===== src/design/jesc_pkg.sv =====
package jesc_pkg;

    // image and iteration limits
    localparam int IMG_WIDTH  = 1024;
    localparam int IMG_HEIGHT = 1024;
    localparam int ITER_LIMIT = 256;

    // field widths
    localparam int Q_W      = 32;
    localparam int FRAC_W   = 28;
    localparam int PIX_W    = 10;
    localparam int ZOOM_W   = 31;
    localparam int RAD_W    = 3;
    localparam int CNT_OUT_W = 8;
    localparam int PROD_W   = 2 * Q_W;

    // stream and config port widths
    localparam int S_TDATA_W  = 24;
    localparam int M_TDATA_W  = 32;
    localparam int CFG_IDX_W  = 3;
    localparam int CFG_DATA_W = 32;

    // iteration counter holds the limit itself
    localparam int CNT_W = $clog2(ITER_LIMIT + 1);

    // pixel mapping: numerator p * 2 * zoom divided by size - 1
    localparam int SIZE_MAX = (IMG_WIDTH > IMG_HEIGHT) ? IMG_WIDTH : IMG_HEIGHT;
    localparam int DIV_W    = $clog2(SIZE_MAX);
    localparam int NUM_W    = PIX_W + ZOOM_W + 1;
    localparam int SUM_W    = NUM_W + 2;

    // reciprocal floor(2^RCP_K / divisor), applied in two halves of the numerator
    localparam int RCP_K  = NUM_W;
    localparam int RCP_W  = RCP_K + 1;
    localparam int HALF_W = (NUM_W + 1) / 2;
    localparam int PP_W   = HALF_W + RCP_W;
    localparam int ACC_W  = NUM_W + RCP_W;
    localparam logic [RCP_W-1:0] RCP_X = RCP_W'((64'd1 << RCP_K) / 64'(IMG_WIDTH - 1));
    localparam logic [RCP_W-1:0] RCP_Y = RCP_W'((64'd1 << RCP_K) / 64'(IMG_HEIGHT - 1));

    // config register indexes
    typedef enum logic [CFG_IDX_W-1:0] {
        CFG_C_REAL      = 3'd0,
        CFG_C_IMAG      = 3'd1,
        CFG_RADIUS      = 3'd2,
        CFG_ZOOM        = 3'd3,
        CFG_CENTRE_REAL = 3'd4,
        CFG_CENTRE_IMAG = 3'd5
    } cfg_idx_t;

    // sequencer states
    typedef enum logic [2:0] {
        ST_IDLE,
        ST_MAP,
        ST_MUL,
        ST_UPD,
        ST_HOLD
    } state_t;

    // start-point mapping steps
    typedef enum logic [2:0] {
        MS_IDLE,
        MS_LO,
        MS_HI,
        MS_FIX,
        MS_SUM
    } map_state_t;

    // controls for the iteration unit
    typedef struct packed {
        logic load;
        logic mul_en;
        logic upd_en;
    } iter_ctrl_t;

    // clamp a wide signed value to q4.28 limits
    function automatic logic signed [Q_W-1:0] sat_q(input logic signed [PROD_W-1:0] v);
        logic signed [PROD_W-1:0] hi;
        logic signed [PROD_W-1:0] lo;
        hi = {{(PROD_W-Q_W+1){1'b0}}, {(Q_W-1){1'b1}}};
        lo = {{(PROD_W-Q_W+1){1'b1}}, {(Q_W-1){1'b0}}};
        if (v > hi) begin
            sat_q = hi[Q_W-1:0];
        end else if (v < lo) begin
            sat_q = lo[Q_W-1:0];
        end else begin
            sat_q = v[Q_W-1:0];
        end
    endfunction

    // reported count: zero at the limit, clamped to the field
    function automatic logic [CNT_OUT_W-1:0] esc_count(input logic [CNT_W-1:0] cnt);
        if (cnt == CNT_W'(ITER_LIMIT)) begin
            esc_count = '0;
        end else if (32'(cnt) > 32'd255) begin
            esc_count = {CNT_OUT_W{1'b1}};
        end else begin
            esc_count = CNT_OUT_W'(cnt);
        end
    endfunction

endpackage


===== src/design/jesc_map.sv =====
module jesc_map (
    input  logic                              aclk,
    input  logic                              aresetn,
    input  logic                              start,
    input  logic [jesc_pkg::PIX_W-1:0]        pix,
    input  logic [jesc_pkg::DIV_W-1:0]        divisor,
    input  logic [jesc_pkg::RCP_W-1:0]        recip,
    input  logic [jesc_pkg::ZOOM_W-1:0]       zoom,
    input  logic signed [jesc_pkg::Q_W-1:0]   centre,
    output logic                              done,
    output logic signed [jesc_pkg::Q_W-1:0]   z
);
    import jesc_pkg::*;

    map_state_t               state_reg, state_next;
    logic                     done_reg, done_next;
    logic                     acc_lo, acc_hi, fix_q, set_z;
    logic [NUM_W-1:0]         x_reg;
    logic [ACC_W-1:0]         acc_reg;
    logic [NUM_W-1:0]         quot_reg;
    logic signed [Q_W-1:0]    z_reg;
    logic [NUM_W-1:0]         prod;
    logic [HALF_W-1:0]        mul_a;
    logic [PP_W-1:0]          mul_p;
    logic [NUM_W-1:0]         q_est;
    logic [DIV_W:0]           q_d_lo;
    logic [DIV_W:0]           rem;
    logic signed [SUM_W-1:0]  sum;

    // numerator p * 2 * zoom, exact
    assign prod = NUM_W'(pix) * NUM_W'({zoom, 1'b0});

    // one reciprocal multiplier, low half of the numerator first
    assign mul_a = acc_hi ? HALF_W'(x_reg[NUM_W-1:HALF_W]) : x_reg[HALF_W-1:0];
    assign mul_p = PP_W'(mul_a) * PP_W'(recip);

    // estimate is the quotient or one below; the low bits of the remainder settle it
    assign q_est  = acc_reg[RCP_K+NUM_W-1:RCP_K];
    assign q_d_lo = q_est[DIV_W:0] * {1'b0, divisor};
    assign rem    = x_reg[DIV_W:0] - q_d_lo;

    // quotient - zoom + centre, before clamping
    assign sum = $signed({2'b00, quot_reg})
               - $signed({{(SUM_W-ZOOM_W){1'b0}}, zoom})
               + $signed({{(SUM_W-Q_W){centre[Q_W-1]}}, centre});

    // next step
    always_comb begin
        state_next = state_reg;
        case (state_reg)
            MS_IDLE: begin
                if (start) begin
                    state_next = MS_LO;
                end
            end
            MS_LO: begin
                state_next = MS_HI;
            end
            MS_HI: begin
                state_next = MS_FIX;
            end
            MS_FIX: begin
                state_next = MS_SUM;
            end
            MS_SUM: begin
                state_next = MS_IDLE;
            end
            default: begin
                state_next = MS_IDLE;
            end
        endcase
    end

    // step controls
    always_comb begin
        acc_lo = 1'b0;
        acc_hi = 1'b0;
        fix_q  = 1'b0;
        set_z  = 1'b0;
        case (state_reg)
            MS_LO: begin
                acc_lo = 1'b1;
            end
            MS_HI: begin
                acc_hi = 1'b1;
            end
            MS_FIX: begin
                fix_q = 1'b1;
            end
            MS_SUM: begin
                set_z = 1'b1;
            end
            default: begin
            end
        endcase
        done_next = set_z;
    end

    always_ff @(posedge aclk) begin
        if (!aresetn) begin
            state_reg <= MS_IDLE;
            done_reg  <= 1'b0;
        end else begin
            state_reg <= state_next;
            done_reg  <= done_next;
        end
    end

    // numerator, product sum, quotient and start point
    always_ff @(posedge aclk) begin
        if (start) begin
            x_reg <= prod;
        end
        if (acc_lo) begin
            acc_reg <= ACC_W'(mul_p);
        end else if (acc_hi) begin
            acc_reg <= acc_reg + (ACC_W'(mul_p) << HALF_W);
        end
        if (fix_q) begin
            quot_reg <= q_est + NUM_W'(rem >= {1'b0, divisor});
        end
        if (set_z) begin
            z_reg <= sat_q({{(PROD_W-SUM_W){sum[SUM_W-1]}}, sum});
        end
    end

    assign done = done_reg;
    assign z    = z_reg;

endmodule


===== config.mk =====
export PLATFORM = sky130hd
export DESIGN_NAME = jesc_map
export DESIGN_NICKNAME = d
export VERILOG_FILES = /design/src/design/jesc_pkg.sv /design/src/design/jesc_map.sv
export SDC_FILE = /design/constraint.sdc
export NUM_CORES = 2
export LEC_CHECK = 0
export BUFFER_PORTS_ARGS = -buffer_cell sky130_fd_sc_hd__buf_2
export CORE_UTILIZATION = 45
export CTS_CLUSTER_DIAMETER = 150
export DETAILED_ROUTE_END_ITERATION = 8
export GPL_TIMING_DRIVEN = 1
export PLACE_DENSITY = 0.63
export SYNTH_ARGS = -nofsm -noshare
export SYNTH_HDL_FRONTEND = slang
export SYNTH_SLANG_ARGS = --single-unit

===== constraint.sdc =====
create_clock -name aclk -period 17 [get_ports aclk]
set_input_delay 3.4 -clock aclk [delete_from_list [all_inputs] [get_ports aclk]]
set_output_delay 3.4 -clock aclk [all_outputs]
set_load 0.02 [all_outputs]

# Word-level counts from Yosys, hierarchy flattened
# Cells that the tools add are included.
[op_classes]
addsub = 5
mul = 3
n_lt_le_gt_ge = 3
eq_ne = 5
muxes = 10
reduce_logical = 2
[ops]
columns = ["op", "n"]
rows = [
  ["$mux W64", 2],
  ["$add A85 B85 Y85", 1],
  ["$mul A21 B43 Y64", 1],
  ["$add A43 B32 Y44", 1],
  ["$gt A44 B32 Y1 const B", 1],
  ["$lt A44 B32 Y1 const B", 1],
  ["$sub A42 B31 Y43", 1],
  ["$add A42 B1 Y42", 1],
  ["$mul A10 B31 Y41", 1],
  ["$mux W32", 1],
  ["$mux W21", 1],
  ["$pmux W3 S4", 1],
  ["$ge A11 B10 Y1", 1],
  ["$mul A11 B10 Y11", 1],
  ["$sub A11 B11 Y11", 1],
  ["$eq A3 B2 Y1 const B", 2],
  ["$mux W1", 4],
  ["$eq A3 B1 Y1 const B", 1],
  ["$eq A3 B3 Y1 const B", 1],
  ["$logic_not A3 Y1", 1],
  ["$mux W3", 1],
  ["$ne A2 B2 Y1 const B", 1],
  ["$reduce_bool A2 Y1", 1],
]
[totals]
ff_bits = 204
input_bits = 129
out_inout_bits = 33
wordCells = 35

# Longest topological paths before layout
[depth]
ltp_word = 7
depth_mapped = 46
depth_no_buf = 42

# Worst setup path before layout
# Ideal clock, no wire load.
[synth_path]
path_kind = "input-to-reg"
from = "input port recip[29] in the netlist's numbering"
to = "register acc_reg[80]"
setup_time_ps = 129
t_arrival_ps = 11943
required_time_ps = 16871
slack_ps = 4929
cell_stages = 39
n_path_buf = 3
cell_sequence = "clkbuf_1 > nand2_1 > fa_1 > inv_1 > fa_1 > inv_1 > fa_1 > inv_1 > fa_1 > fa_1 > fa_1 > inv_1 > fa_1 > inv_1 > ha_1 > buf_2 > a21o_1 > a21o_1 > [... 3 more ...] > nor3_1 > o21a_1 > o21ai_0 > nand2b_1 > a221oi_1 > xnor2_1 > ha_1 > clkbuf_1 > a21o_1 > a21o_1 > a21o_1 > a21o_1 > a21o_1 > a21o_1 > a21o_1 > a41oi_1 > xor2_1 > o21ai_0"
[synth_between]
elab_chain_len = 2
[synth_rtl]
columns = ["item", "line_no", "rtl"]
rows = [
  ["start: declaration", "jesc_map.sv:7", "input logic [jesc_pkg::RCP_W-1:0] recip,"],
  ["$mul A21 B43 Y64", "jesc_map.sv:35", "assign mul_p = PP_W'(mul_a) * PP_W'(recip);"],
  ["$add A85 B85 Y85", "jesc_map.sv:117", "acc_reg <= acc_reg + (ACC_W'(mul_p) << HALF_W);"],
  ["end signal: assignment", "jesc_map.sv:115", "acc_reg <= ACC_W'(mul_p);"],
  ["end signal: assignment", "jesc_map.sv:117", ""],
  ["end: declaration", "jesc_map.sv:19", "logic [ACC_W-1:0] acc_reg;"],
]
# No other way between the ends.
# A chain may end at the register's enable or synchronous reset.

# Worst setup path after layout
[layout_path]
from = "input port recip[26] in the netlist's numbering"
to = "register acc_reg[80]"
# Same word-level chain as after synthesis.

==> flow_metrics.py <==
metrics = {
    "run_status": {
        "status": "complete, no violations",
    },
    "layout": {
        "final_net_count": 7756,
        "largest_reg_flops": 63,
        "area_delta_synth_final_pct": 4.77,
        "drive_above_1_share_pct": 4.59,
        "final_cell_mix": "inv_1, fa_1, nand2_1",
        "layout.cells.most_common": "inv_1",
        "final_util_pct": 47.6,
    },
    "worst_setup_path": {
        "worst-path-stages": 37,
        "r2r_slack_ps": 4740,
        "crit_arrival_ps": 13760,
        "critPathCapture": "acc_reg[80]",
        "required_ps": 17340,
        "critPathKind": "in -> reg",
        "cp_slowest_cell": "a2111oi_1",
        "cpMostUsedCell": "a21o_1",
        "ff2ff_path_depth": 39,
        "cp_max_fo": 21,
        "startpoint_type": "input pin",
        "endpoint_kind": "register",
        "path_buf_inv": 6,
        "crit_start": "recip[26]",
        "crit_family": "adder cells",
        "r2r_start": "state_reg[2]",
        "r2r_end": "acc_reg[80]",
        "max_stage_delay_ps": 800,
    },
    "grt": {
        "grt_usage_pct": 25.0,
        "grt_pass1_vias": 44200,
        "grt_antenna_before_repair": 7,
        "grt_max_degree": 50,
        "gr-total-overflow": 0,
        "grt_pass1_wl_mm": 241,
    },
    "place": {
        "gp_congestion": 0.945,
        "hpwl_mm": 117,
        "numPortBuffers": 161,
        "pre_cts_ws_ps": 3270,
    },
    "timing": {
        "worstMarginPinSlew_ps": 1150,
        "period_needed_ps": 13420,
        "finalCritPeriodShare_pct": 78.9,
        "fmax_mhz": 74.5,
        "skew_ps": 15.5,
        "max-slew-margin-rel_pct": 23.1,
        "hold_violations": 0,
        "setup_violations": 0,
        "tns_ps": 0,
        "timing.final.ws_setup_ps": 3580,
        "final_max_slew_viol_count": 0,
        "rsz0062_at_grt": "no",
    },
    "routing": {
        "dr.first_iter.drc_count": 3104,
        "wl_per_cell_um": 19.2,
        "wl_met2_mm": 72.0,
        "drc": 0,
        "m1WireLength_mm": 65.2,
        "dr.max_layer_used": "met5",
        "postRouteAntennaNets": 0,
        "wl_met3_mm": 8.18,
        "via_per_inst": 5.43,
        "routed_wl_mm": 150,
        "firstDrtPassIters": 6,
        "via_count": 42200,
    },
    "logic_synthesis": {
        "async_reset_ff_share_pct": 0,
        "yosysWarnings": 0,
        "synth_edf_count": 158,
        "synth_area_leaders": "fa_1, ha_1, edfxtp_1",
        "yosysTopAreaCellShare_pct": 38.4,
        "syn_inst": 6234,
        "syn_area_mm2": 0.0547,
        "synth_adder_area_share_pct": 48.3,
        "synth_simple_gate_area_share_pct": 17.4,
        "ys_seq_elements": 182,
        "syn_nets": 7844,
        "synth_seq_area_share_pct": 9.55,
        "muxShareOfSynthArea_pct": 0.174,
        "synth_top_family_by_area": "adder cells",
        "yosysTopAreaCell": "fa_1",
        "synth_ff_type": "edfxtp_1",
        "synthDistinctLibCells": 86,
        "synth_xor_area_share_pct": 4.74,
        "synth.avg_cell_area_um2": 8.77,
        "synth-compound-area-share_pct": 9.66,
    },
    "clocking": {
        "cts-buffers-inserted": 17,
        "htreeDepth": 4,
        "tritoncts": "yes",
        "cts-root-buf": "clkbuf_16",
        "cts.sinks": 182,
        "clock_path_buffers": 2,
        "postCtsHoldBufs": 0,
        "cts_resized": 0,
        "clk_latency_ps": 490,
        "clk_pin_slew_ps": 80,
        "cts_setup_buffers": 0,
    },
    "floorplan": {
        "dieWidth_um": 351,
        "start_util_pct": 45.5,
        "num_rows": 127,
        "ios": 162,
        "die_height_um": 351,
        "core_mm2": 0.120,
        "die_area_mm2": 0.123,
    },
    "run": {
        "cap_violations": 0,
    },
    "min_path": {
        "hold_path.class": "reg -> reg",
        "hp-start": "acc_reg[67]",
    },
}
per-stage QoR:
step / hold slack, ps / cells / cell area [um2]
3_3_place_gp: 513 / 7739 / 56700
4_1_cts: 534 / 7771 / 57300
2_1_floorplan: 456 / 6234 / 54700
3_5_place_dp: 522 / 7739 / 56700
5_1_grt: 556 / 7773 / 57300
6_report: 539 / 7775 / 57300
synth_stat cells, types with 12 or more instances:
master / number
and2_1: 525
inv_1: 1170
nand4_1: 35
o21ai_1: 44
dfxtp_1: 24
nand3_1: 52
xor2_1: 100
nor3_1: 30
nor3b_1: 12
o211ai_1: 18
nor2b_1: 36
o31ai_1: 14
a21oi_1: 241
nand2b_1: 36
nor4_1: 13
o21ai_0: 135
o21a_1: 37
nor2_1: 154
ha_1: 433
a211oi_1: 17
a21o_1: 146
and3_1: 76
nand2_1: 974
fa_1: 1048
xnor2_1: 196
clkbuf_1: 297
o21bai_1: 34
a31oi_1: 25
edfxtp_1: 158
layout make-up:
class	count	area (um2)
fill	11700	63000
multi-input combinational	4577	44000
sequential	182	5230
inverter	1170	4390
tap	1612	2020
timing repair buffer	198	1080
clock buffer	21	504
clock inverter	11	105
antenna	4	10.0
logic make-up after synthesis:
| kind of cell | count (synthesis) |
|---|---|
| AO/OA/AOI/OAI | 810 |
| buffers and inverters | 1475 |
| AND/OR/NAND/NOR | 1981 |
| multiplexers | 9 |
| adder cells (fa/ha/maj) | 1481 |
| XOR/XNOR | 296 |
| flip-flops | 182 |
metal layers:
metal / vias to the layer above / global-route usage [%]
met4: 2 / 7.34
met2: 1271 / 42.1
met5: - / 0
met1: 21600 / 34.0
met3: 247 / 2.45
li1: 19100 / -
worst min path at each step:
stage / to / slack [ps] / cells past startpoint
2_1_floorplan: acc_reg[83] / 460 / 1
3_3_place_gp: acc_reg[67] / 510 / 2
3_5_place_dp: acc_reg[67] / 520 / 2
4_1_cts: acc_reg[67] / 530 / 2
5_1_grt: acc_reg[67] / 560 / 2
6_report: acc_reg[67] / 540 / 2
worst register-to-register path: cells and delay by family (launching register included):
family          cells  cell delay, ps
fa+ha+maj           9            4300
compound gates     16            4190
simple gates        7            1780
buf+inv             5             940
flops               1             510
xor+xnor            2             410
Power is left out: the tool's default activity adds up to more than one toggle a clock period on the data nets, which glitch-free logic cannot reach.
